**src/rtl/core/wlc_pkg.sv**
```systemverilog
`timescale 1ns / 1ps
// ----------------------------------------------------------------------------
// wlc_pkg
// Shared types and constants of the weighted least-connection picker.
// ----------------------------------------------------------------------------
package wlc_pkg;

    localparam int NUM_SLOTS_DEF  = 8;
    localparam int COUNT_BITS_DEF = 16;

    localparam int WEIGHT_W   = 16;
    localparam int SLOT_W     = 3;
    localparam int CCOUNT_W   = 16;
    localparam int TAG_W      = 8;
    localparam int APB_DATA_W = 32;

    localparam int S_TDATA_W  = 8;
    localparam int M_TDATA_W  = 32;
    localparam int M_TUSER_W  = 1;

    localparam int SLOT_LSB   = 0;
    localparam int CCOUNT_LSB = SLOT_LSB + SLOT_W;
    localparam int TAG_LSB    = CCOUNT_LSB + CCOUNT_W;
    localparam int PAD_W      = M_TDATA_W - TAG_LSB - TAG_W;

    typedef enum logic [2:0] {
        ST_IDLE,
        ST_FETCH,
        ST_MUL,
        ST_CMP,
        ST_DONE
    } state_t;

    typedef struct packed {
        logic start;
        logic mul;
        logic cmp;
        logic finish;
    } wlc_cmd_t;

    typedef struct packed {
        logic last;
        logic out_free;
    } wlc_status_t;

endpackage

```
**src/rtl/core/wlc_ram.sv**
```systemverilog
`timescale 1ns / 1ps
// ----------------------------------------------------------------------------
// wlc_ram
// Generic single-write, single-read RAM with registered read data.
// ----------------------------------------------------------------------------
module wlc_ram #(
    parameter int WIDTH = 16,
    parameter int DEPTH = 8
) (
    input  logic                     aclk,
    input  logic                     we,
    input  logic [$clog2(DEPTH)-1:0] waddr,
    input  logic [WIDTH-1:0]         wdata,
    input  logic [$clog2(DEPTH)-1:0] raddr,
    output logic [WIDTH-1:0]         rdata
);

    logic [WIDTH-1:0] mem [DEPTH];
    logic [WIDTH-1:0] rdata_reg;

    always_ff @(posedge aclk) begin
        if (we) begin
            mem[waddr] <= wdata;
        end
        rdata_reg <= mem[raddr];
    end

    assign rdata = rdata_reg;

endmodule

```
**src/rtl/core/wlc_regs.sv**
```systemverilog
`timescale 1ns / 1ps
// ----------------------------------------------------------------------------
// wlc_regs
// Slot weight registers behind the APB port, with a scan read port.
// ----------------------------------------------------------------------------
module wlc_regs #(
    parameter int NUM_SLOTS = wlc_pkg::NUM_SLOTS_DEF
) (
    input  logic                                aclk,
    input  logic                                aresetn,
    input  logic                                psel,
    input  logic                                penable,
    input  logic                                pwrite,
    input  logic [$clog2(NUM_SLOTS)+1:0]        paddr,
    input  logic [wlc_pkg::APB_DATA_W-1:0]      pwdata,
    output logic [wlc_pkg::APB_DATA_W-1:0]      prdata,
    input  logic [$clog2(NUM_SLOTS)-1:0]        scan_addr,
    output logic [wlc_pkg::WEIGHT_W-1:0]        scan_weight
);
    import wlc_pkg::*;

    localparam int IDX_W = $clog2(NUM_SLOTS);

    logic [IDX_W-1:0]    reg_idx;
    logic                in_range;
    logic                wr_en;
    logic [IDX_W-1:0]    rb_addr;
    logic [WEIGHT_W-1:0] rb_q;
    logic [WEIGHT_W-1:0] scan_q;

    logic [NUM_SLOTS-1:0] wvalid_reg;
    logic [NUM_SLOTS-1:0] wvalid_next;
    logic                 rb_ok_reg;
    logic                 scan_ok_reg;

    assign reg_idx  = paddr[IDX_W+1:2];
    assign in_range = {1'b0, reg_idx} < (IDX_W+1)'(NUM_SLOTS);
    assign wr_en    = psel && penable && pwrite && in_range;
    assign rb_addr  = in_range ? reg_idx : '0;

    // weight copy for the scan
    wlc_ram #(.WIDTH(WEIGHT_W), .DEPTH(NUM_SLOTS)) u_scan_ram (
        .aclk  (aclk),
        .we    (wr_en),
        .waddr (reg_idx),
        .wdata (pwdata[WEIGHT_W-1:0]),
        .raddr (scan_addr),
        .rdata (scan_q)
    );

    // weight copy for register read-back
    wlc_ram #(.WIDTH(WEIGHT_W), .DEPTH(NUM_SLOTS)) u_rb_ram (
        .aclk  (aclk),
        .we    (wr_en),
        .waddr (reg_idx),
        .wdata (pwdata[WEIGHT_W-1:0]),
        .raddr (rb_addr),
        .rdata (rb_q)
    );

    always_comb begin
        wvalid_next = wvalid_reg;
        if (wr_en) begin
            wvalid_next[reg_idx] = 1'b1;
        end
    end

    always_ff @(posedge aclk) begin
        if (!aresetn) begin
            wvalid_reg  <= '0;
            rb_ok_reg   <= 1'b0;
            scan_ok_reg <= 1'b0;
        end else begin
            wvalid_reg  <= wvalid_next;
            rb_ok_reg   <= in_range && wvalid_reg[rb_addr];
            scan_ok_reg <= wvalid_reg[scan_addr];
        end
    end

    assign prdata      = rb_ok_reg ? {(APB_DATA_W-WEIGHT_W)'(0), rb_q} : '0;
    assign scan_weight = scan_ok_reg ? scan_q : '0;

endmodule

```
**src/rtl/core/wlc_ctrl.sv**
```systemverilog
`timescale 1ns / 1ps
// ----------------------------------------------------------------------------
// wlc_ctrl
// Sequencer: accept a request, scan the slots, write back and emit the result.
// ----------------------------------------------------------------------------
module wlc_ctrl (
    input  logic                 aclk,
    input  logic                 aresetn,
    input  logic                 s_tvalid,
    output logic                 s_tready,
    input  wlc_pkg::wlc_status_t status,
    output wlc_pkg::wlc_cmd_t    cmd
);
    import wlc_pkg::*;

    state_t state_reg;
    state_t state_next;

    always_comb begin
        state_next = state_reg;
        unique case (state_reg)
            ST_IDLE: begin
                if (s_tvalid) begin
                    state_next = ST_FETCH;
                end
            end
            ST_FETCH: begin
                state_next = ST_MUL;
            end
            ST_MUL: begin
                state_next = ST_CMP;
            end
            ST_CMP: begin
                state_next = status.last ? ST_DONE : ST_MUL;
            end
            ST_DONE: begin
                if (status.out_free) begin
                    state_next = ST_IDLE;
                end
            end
            default: begin
                state_next = ST_IDLE;
            end
        endcase
    end

    always_comb begin
        s_tready   = 1'b0;
        cmd        = '0;
        unique case (state_reg)
            ST_IDLE: begin
                s_tready  = 1'b1;
                cmd.start = s_tvalid;
            end
            ST_FETCH: begin
            end
            ST_MUL: begin
                cmd.mul = 1'b1;
            end
            ST_CMP: begin
                cmd.cmp = 1'b1;
            end
            ST_DONE: begin
                cmd.finish = status.out_free;
            end
            default: begin
            end
        endcase
    end

    always_ff @(posedge aclk) begin
        if (!aresetn) begin
            state_reg <= ST_IDLE;
        end else begin
            state_reg <= state_next;
        end
    end

endmodule

```
**src/rtl/core/wlc_dp.sv**
```systemverilog
`timescale 1ns / 1ps
// ----------------------------------------------------------------------------
// wlc_dp
// Datapath: connection counts, cross-multiply compare, best-slot tracking
// and the result register.
// ----------------------------------------------------------------------------
module wlc_dp #(
    parameter int NUM_SLOTS  = wlc_pkg::NUM_SLOTS_DEF,
    parameter int COUNT_BITS = wlc_pkg::COUNT_BITS_DEF
) (
    input  logic                             aclk,
    input  logic                             aresetn,
    input  wlc_pkg::wlc_cmd_t                cmd,
    output wlc_pkg::wlc_status_t             status,
    input  logic [wlc_pkg::S_TDATA_W-1:0]    s_tdata,
    output logic [$clog2(NUM_SLOTS)-1:0]     scan_addr,
    input  logic [wlc_pkg::WEIGHT_W-1:0]     scan_weight,
    output logic                             m_tvalid,
    input  logic                             m_tready,
    output logic [wlc_pkg::M_TDATA_W-1:0]    m_tdata,
    output logic [wlc_pkg::M_TUSER_W-1:0]    m_tuser
);
    import wlc_pkg::*;

    localparam int IDX_W  = $clog2(NUM_SLOTS);
    localparam int PROD_W = COUNT_BITS + WEIGHT_W;

    logic [IDX_W-1:0]      scan_idx_reg;
    logic [IDX_W-1:0]      rd_idx_reg;
    logic                  cvalid_q_reg;
    logic [NUM_SLOTS-1:0]  cvalid_reg;
    logic [NUM_SLOTS-1:0]  cvalid_next;
    logic [COUNT_BITS-1:0] count_q;
    logic [COUNT_BITS-1:0] rd_count;

    logic [IDX_W-1:0]      cur_idx_reg;
    logic [COUNT_BITS-1:0] cur_c_reg;
    logic [WEIGHT_W-1:0]   cur_w_reg;
    logic [PROD_W-1:0]     lhs_reg;
    logic [PROD_W-1:0]     rhs_reg;

    logic                  have_best_reg;
    logic [IDX_W-1:0]      best_idx_reg;
    logic [COUNT_BITS-1:0] best_c_reg;
    logic [WEIGHT_W-1:0]   best_w_reg;
    logic [TAG_W-1:0]      tag_reg;

    logic [COUNT_BITS-1:0] new_count;
    logic                  wb_en;
    logic                  take;
    logic                  at_last;

    logic [IDX_W+SLOT_W-1:0]        slot_ext;
    logic [COUNT_BITS+CCOUNT_W-1:0] count_ext;

    logic                  m_tvalid_reg;
    logic [SLOT_W-1:0]     out_slot_reg;
    logic [CCOUNT_W-1:0]   out_count_reg;
    logic [TAG_W-1:0]      out_tag_reg;
    logic                  out_found_reg;

    assign scan_addr = scan_idx_reg;
    assign at_last   = scan_idx_reg == IDX_W'(NUM_SLOTS - 1);
    assign wb_en     = cmd.finish && have_best_reg;

    assign new_count = (best_c_reg == {COUNT_BITS{1'b1}}) ? best_c_reg
                                                          : best_c_reg + COUNT_BITS'(1);

    wlc_ram #(.WIDTH(COUNT_BITS), .DEPTH(NUM_SLOTS)) u_count_ram (
        .aclk  (aclk),
        .we    (wb_en),
        .waddr (best_idx_reg),
        .wdata (new_count),
        .raddr (scan_idx_reg),
        .rdata (count_q)
    );

    // never-written counts read as zero
    assign rd_count = cvalid_q_reg ? count_q : '0;

    always_comb begin
        cvalid_next = cvalid_reg;
        if (wb_en) begin
            cvalid_next[best_idx_reg] = 1'b1;
        end
    end

    assign take = (cur_w_reg != '0) && (!have_best_reg || (lhs_reg > rhs_reg));

    assign status.last     = cur_idx_reg == IDX_W'(NUM_SLOTS - 1);
    assign status.out_free = !m_tvalid_reg || m_tready;

    assign slot_ext  = {{SLOT_W{1'b0}}, best_idx_reg};
    assign count_ext = {{CCOUNT_W{1'b0}}, new_count};

    always_ff @(posedge aclk) begin
        if (!aresetn) begin
            scan_idx_reg  <= '0;
            cvalid_reg    <= '0;
            cvalid_q_reg  <= 1'b0;
            have_best_reg <= 1'b0;
            m_tvalid_reg  <= 1'b0;
        end else begin
            cvalid_reg   <= cvalid_next;
            cvalid_q_reg <= cvalid_reg[scan_idx_reg];

            if (cmd.start) begin
                scan_idx_reg  <= '0;
                have_best_reg <= 1'b0;
            end else if (cmd.mul && !at_last) begin
                scan_idx_reg <= scan_idx_reg + IDX_W'(1);
            end

            if (cmd.cmp && take) begin
                have_best_reg <= 1'b1;
            end

            if (cmd.finish) begin
                m_tvalid_reg <= 1'b1;
            end else if (m_tready) begin
                m_tvalid_reg <= 1'b0;
            end
        end
    end

    always_ff @(posedge aclk) begin
        rd_idx_reg <= scan_idx_reg;

        if (cmd.start) begin
            tag_reg <= s_tdata[TAG_W-1:0];
        end

        if (cmd.mul) begin
            cur_idx_reg <= rd_idx_reg;
            cur_c_reg   <= rd_count;
            cur_w_reg   <= scan_weight;
            lhs_reg     <= best_c_reg * scan_weight;
            rhs_reg     <= rd_count * best_w_reg;
        end

        if (cmd.cmp && take) begin
            best_idx_reg <= cur_idx_reg;
            best_c_reg   <= cur_c_reg;
            best_w_reg   <= cur_w_reg;
        end

        if (cmd.finish) begin
            out_tag_reg   <= tag_reg;
            out_found_reg <= have_best_reg;
            out_slot_reg  <= have_best_reg ? slot_ext[SLOT_W-1:0] : '0;
            out_count_reg <= have_best_reg ? count_ext[CCOUNT_W-1:0] : '0;
        end
    end

    assign m_tvalid = m_tvalid_reg;
    assign m_tdata  = {{PAD_W{1'b0}}, out_tag_reg, out_count_reg, out_slot_reg};
    assign m_tuser  = out_found_reg;

endmodule

```
**src/rtl/core/weighted_least_connection_picker.sv**
```systemverilog
`timescale 1ns / 1ps
// a new request is taken only once the last scan has moved its result into the
//   output register; the scan runs one slot at a time through one multiply and
//   one compare stage
// requests are taken while an earlier result still waits in the output register
// reset: synchronous, active low; weights and counts read as zero through
//   per-entry valid bits, no clearing pass
// ----------------------------------------------------------------------------
// weighted_least_connection_picker
// Picks the server slot with the least count/weight and bumps its count.
// ----------------------------------------------------------------------------
module weighted_least_connection_picker #(
    parameter int NUM_SLOTS  = wlc_pkg::NUM_SLOTS_DEF,
    parameter int COUNT_BITS = wlc_pkg::COUNT_BITS_DEF
) (
    input  logic                             aclk,
    input  logic                             aresetn,
    // request_tag
    input  logic [wlc_pkg::S_TDATA_W-1:0]    s_tdata,
    input  logic                             s_tvalid,
    output logic                             s_tready,
    // chosen_slot, chosen_count, result_tag
    output logic [wlc_pkg::M_TDATA_W-1:0]    m_tdata,
    // found
    output logic [wlc_pkg::M_TUSER_W-1:0]    m_tuser,
    output logic                             m_tvalid,
    input  logic                             m_tready,
    input  logic                             psel,
    input  logic                             penable,
    input  logic                             pwrite,
    input  logic [$clog2(NUM_SLOTS)+1:0]     paddr,
    input  logic [wlc_pkg::APB_DATA_W-1:0]   pwdata,
    output logic [wlc_pkg::APB_DATA_W-1:0]   prdata,
    output logic                             pready
);
    import wlc_pkg::*;

    wlc_cmd_t                     cmd;
    wlc_status_t                  status;
    logic [$clog2(NUM_SLOTS)-1:0] scan_addr;
    logic [WEIGHT_W-1:0]          scan_weight;

    assign pready = 1'b1;

    wlc_regs #(.NUM_SLOTS(NUM_SLOTS)) u_regs (
        .aclk        (aclk),
        .aresetn     (aresetn),
        .psel        (psel),
        .penable     (penable),
        .pwrite      (pwrite),
        .paddr       (paddr),
        .pwdata      (pwdata),
        .prdata      (prdata),
        .scan_addr   (scan_addr),
        .scan_weight (scan_weight)
    );

    wlc_ctrl u_ctrl (
        .aclk     (aclk),
        .aresetn  (aresetn),
        .s_tvalid (s_tvalid),
        .s_tready (s_tready),
        .status   (status),
        .cmd      (cmd)
    );

    wlc_dp #(.NUM_SLOTS(NUM_SLOTS), .COUNT_BITS(COUNT_BITS)) u_dp (
        .aclk        (aclk),
        .aresetn     (aresetn),
        .cmd         (cmd),
        .status      (status),
        .s_tdata     (s_tdata),
        .scan_addr   (scan_addr),
        .scan_weight (scan_weight),
        .m_tvalid    (m_tvalid),
        .m_tready    (m_tready),
        .m_tdata     (m_tdata),
        .m_tuser     (m_tuser)
    );

endmodule

```
**config.mk**
```make
export PLATFORM = sky130hd
export DESIGN_NAME = weighted_least_connection_picker
export DESIGN_NICKNAME = d
export VERILOG_FILES = /design/src/rtl/core/wlc_pkg.sv /design/src/rtl/core/wlc_ram.sv /design/src/rtl/core/wlc_regs.sv /design/src/rtl/core/wlc_ctrl.sv /design/src/rtl/core/wlc_dp.sv /design/src/rtl/core/weighted_least_connection_picker.sv
export SDC_FILE = /design/constraint.sdc
export NUM_CORES = 2
export LEC_CHECK = 0
export BUFFER_PORTS_ARGS = -buffer_cell sky130_fd_sc_hd__buf_2
export CAP_MARGIN = 20
export CORE_MARGIN = 4
export CORE_UTILIZATION = 43
export CTS_CLUSTER_SIZE = 16
export DETAILED_ROUTE_END_ITERATION = 6
export GPL_TIMING_DRIVEN = 1
export PLACE_DENSITY = 0.64
export RECOVER_POWER = 100
export SYNTH_ARGS = -nofsm -noshare
export SYNTH_HDL_FRONTEND = slang
export SYNTH_SLANG_ARGS = --single-unit
```
**constraint.sdc**
```tcl
create_clock -name aclk -period 14 [get_ports aclk]
set_input_delay 2.8 -clock aclk [delete_from_list [all_inputs] [get_ports aclk]]
set_output_delay 2.8 -clock aclk [all_outputs]
set_load 0.01 [all_outputs]
```
==> results by group <==
Status
  – Status: finished with violations
  – Failing checks: capacitance limit, slew limit

Critical path
  – Setup Crit Path Kind: reg2reg
  – Reg2Reg Setup Slack: 3570 ps
  – Worst path bufs/invs: 5
  – Critical Path End Type: flop
  – CP max stage delay: 1930 ps
  – CP required: 14340 ps
  – Critical-path cell with the highest stage delay: clkbuf_1
  – Crit path max fanout: 87
  – Most numerous cell on the critical path: fa_1
  – Crit path DAT: 10770 ps
  – Critical path, cell by cell: clkbuf_1 > clkbuf_1 > and2_0 > nand2_1 > fa_1 > fa_1 > inv_1 > fa_1 > fa_1 > fa_1 > inv_1 > fa_1 > inv_1 > ha_1 > a21o_1 > a31o_1 > a221o_1 > or3_1 > a221oi_2 > nor3_1 > xor2_1
  – Startpoint Class: flop
  – CP top delay family: buffers and inverters

Timing
  – Setup TNS: 0 ps
  – Count of pins over their slew limit: 614
  – Fin crit share: 0.745
  – Hold Fails Final Rpt: 0
  – Final min period: 10430 ps
  – Max-slew headroom: -1.24
  – Final setup violating endpoints: 0
  – Slew of the pin with the lowest slew margin: 3350 ps
  – Fin worst setup slack: 3570 ps
  – Clock skew: 74.6 ps
  – F_max: 95.9 MHz
  – Min Hold Slack: 398 ps
  – RSZ-0062 raised after global routing: false

Yosys
  – Top FF cell, synth: edfxtp_1
  – Largest area contributor in the netlist: edfxtp_1
  – Mapped Cells: 3156
  – Yosys warnings: 0
  – Post-synthesis cell area: 0.0368 sq mm
  – Number of flops mapped to enable cells by yosys: 426
  – Register area share after synthesis: 0.390
  – Avg Cell Area, Syn: 11.6 sq um
  – Top-area cell type share of the netlist area: 0.348
  – Yosys reg bits: 504
  – Area contributors post-synth: edfxtp_1 35%, fa_1 21%, ha_1 8.3%
  – Cell variety after synth: 77
  – Async SR Flop Fraction: 0

Placed design
  – Routability cong.: 0.862
  – Post-place setup slack: 6200 ps
  – HPWL after DPL: 62.9 mm
  – Port-buffer cells: 79

Power
  – Power per cell area: 79.9 mW/mm^2
  – VDD IR max: 0.0973 mV
  – Final Total Pwr: 3.17 mW
  – Leakage: 17.6 nW

Clock tree
  – Total setup buffers inserted after CTS: 0
  – CTS root buf: clkbuf_16
  – Clock-pin slew on the worst setup and hold paths: 60 ps
  – Worst-skew pair later-pin latency: 630 ps
  – Hold_buf cts: 0
  – CTS H-tree lvls: 2
  – TritonCTS clock tree: yes
  – # resized after CTS: 0
  – Clock buffer depth: 3
  – CTS Buf Count: 51
  – CTS sink count: 504

Routing
  – DRC: 0
  – Total number of vias: 23800
  – Vias per cell: 5.49
  – Detailed Route Iter0 Violations: 2031
  – Final ANT Viol Nets: 0
  – Drt wl/cell: 20.9 um
  – Total wire length: 90.6 mm
  – Drt pass-1 iters: 6

Floorplan
  – # IOs: 120
  – Core ar.: 0.0842 sq mm
  – Die Wd: 300 um
  – Die Y-Extent: 300 um
  – Initial Utilization: 0.437
  – Row cnt: 106
  – DIE AREA: 0.0902 sq mm

Final layout
  – Max reg flops: 128
  – P&R area growth vs syn: 7.90%
  – Layout Nets: 3841
  – Biggest regs: u_dp.u_count_ram.mem x128, u_regs.u_rb_ram.mem x80, u_regs.u_scan_ram.mem x48
  – Reg with most FFs: u_dp.u_count_ram.mem
  – Layout cells sized above 1: 0.0656

GRT
  – Initial antenna violation count: 6
  – Vias in the first global route: 24400
  – Gr ovfl total: 0
  – Largest net degree at the start of global routing: 105
  – Tot GR Track Use: 0.202
  – First-pass GRT wire length: 141 mm

Job
  – Max_cap viols: 15

Min path
  – Worst hold path type: reg2reg
==> Yosys cell counts, types with 5 or more instances <==
| cell | number |
|---|---|
| buf_2 | 12 |
| fa_1 | 388 |
| o211ai_1 | 7 |
| a211oi_1 | 9 |
| nand2_1 | 317 |
| inv_1 | 508 |
| nor2b_1 | 8 |
| o21bai_1 | 8 |
| mux2_2 | 33 |
| clkbuf_1 | 149 |
| a22oi_1 | 66 |
| nor4_1 | 8 |
| nand4_1 | 29 |
| buf_1 | 5 |
| xnor2_1 | 40 |
| mux4_2 | 68 |
| a21o_1 | 44 |
| dfxtp_1 | 78 |
| and2_1 | 66 |
| xor2_1 | 20 |
| nor3_1 | 24 |
| edfxtp_1 | 426 |
| nor2_1 | 102 |
| a31oi_1 | 9 |
| a21oi_1 | 60 |
| buf_4 | 24 |
| nand2b_1 | 5 |
| and3_1 | 253 |
| nand3_1 | 20 |
| o21a_1 | 14 |
| nor3b_1 | 6 |
| ha_1 | 243 |
| o21ai_0 | 27 |
==> layer usage <==
layer,GRT usage,part of all wire
met1,0.289,0.44
met2,0.329,0.47
met3,0.0263,0.070
met4,0.0515,0.019
met5,0,0
==> kinds of logic after synthesis <==
logic type | after synthesis | synth area share
buf+inv | 700 | 0.0746
compound gates | 290 | 0.0547
xor+xnor | 60 | 0.0143
other cells | 2 | 0.000204
mux | 105 | 0.0529
simple gates | 864 | 0.119
fa+ha+maj | 631 | 0.294
flops | 504 | 0.390
==> worst register-to-register path, delay by kind of cell, from the launching register on <==
kind,cells,cell delay (ps)
simple gates,4,1710
xor+xnor,1,150
fa+ha+maj,7,3400
compound gates,4,1120
buf+inv,5,3490
flops,1,310
==> final timing paths <==
check,start,end,cells after the start
max,u_dp.cvalid_q_reg,u_dp.rhs_reg[28],21
min,u_dp.rd_idx_reg[2],u_dp.cur_idx_reg[2],0
min reg2reg,u_dp.rd_idx_reg[2],u_dp.cur_idx_reg[2],0
max reg2reg,u_dp.cvalid_q_reg,u_dp.rhs_reg[28],21
==> layout by cell type, fill, tap and decap left out, types with 66 or more instances in the layout <==
master,netlist,layout
inv_1,508,508
edfxtp_1,426,426
fa_1,388,388
nand2_1,317,317
and3_1,253,253
ha_1,243,243
nor2_1,102,101
clkbuf_1,149,96
dfxtp_1,78,77
mux4_2,68,68
a22oi_1,66,66
==> stage by stage <==
stage          utilization  cells  area, sq um
2_1_floorplan            -   3176        36800
3_3_place_gp         0.453   4232        38200
3_5_place_dp         0.453   4232        38200
4_1_cts              0.473   4327        39800
5_1_grt              0.471   4334        39700
6_report             0.471   4335        39700
==> area by class of cell <==
cell class	instances	area, sq um
Antenna cell	1	2.50
Fill cell	7640	44600
Clock buffer	69	1410
Tap cell	1134	1420
Clock inverter	26	263
Inverter	508	1910
Sequential cell	504	14400
Timing Repair Buffer	121	598
Multi-Input combinational cell	1972	19700
==> power by group <==
| group | switching (mW) | total [mW] | internal, mW | leakage (nW) |
|---|---|---|---|---|
| sequential | 0.0380 | 1.70 | 1.66 | 4.52 |
| clock | 0.600 | 1.34 | 0.740 | 0.804 |
| combinational | 0.0834 | 0.134 | 0.0503 | 12.3 |
(Power assumes the default switching activity.)
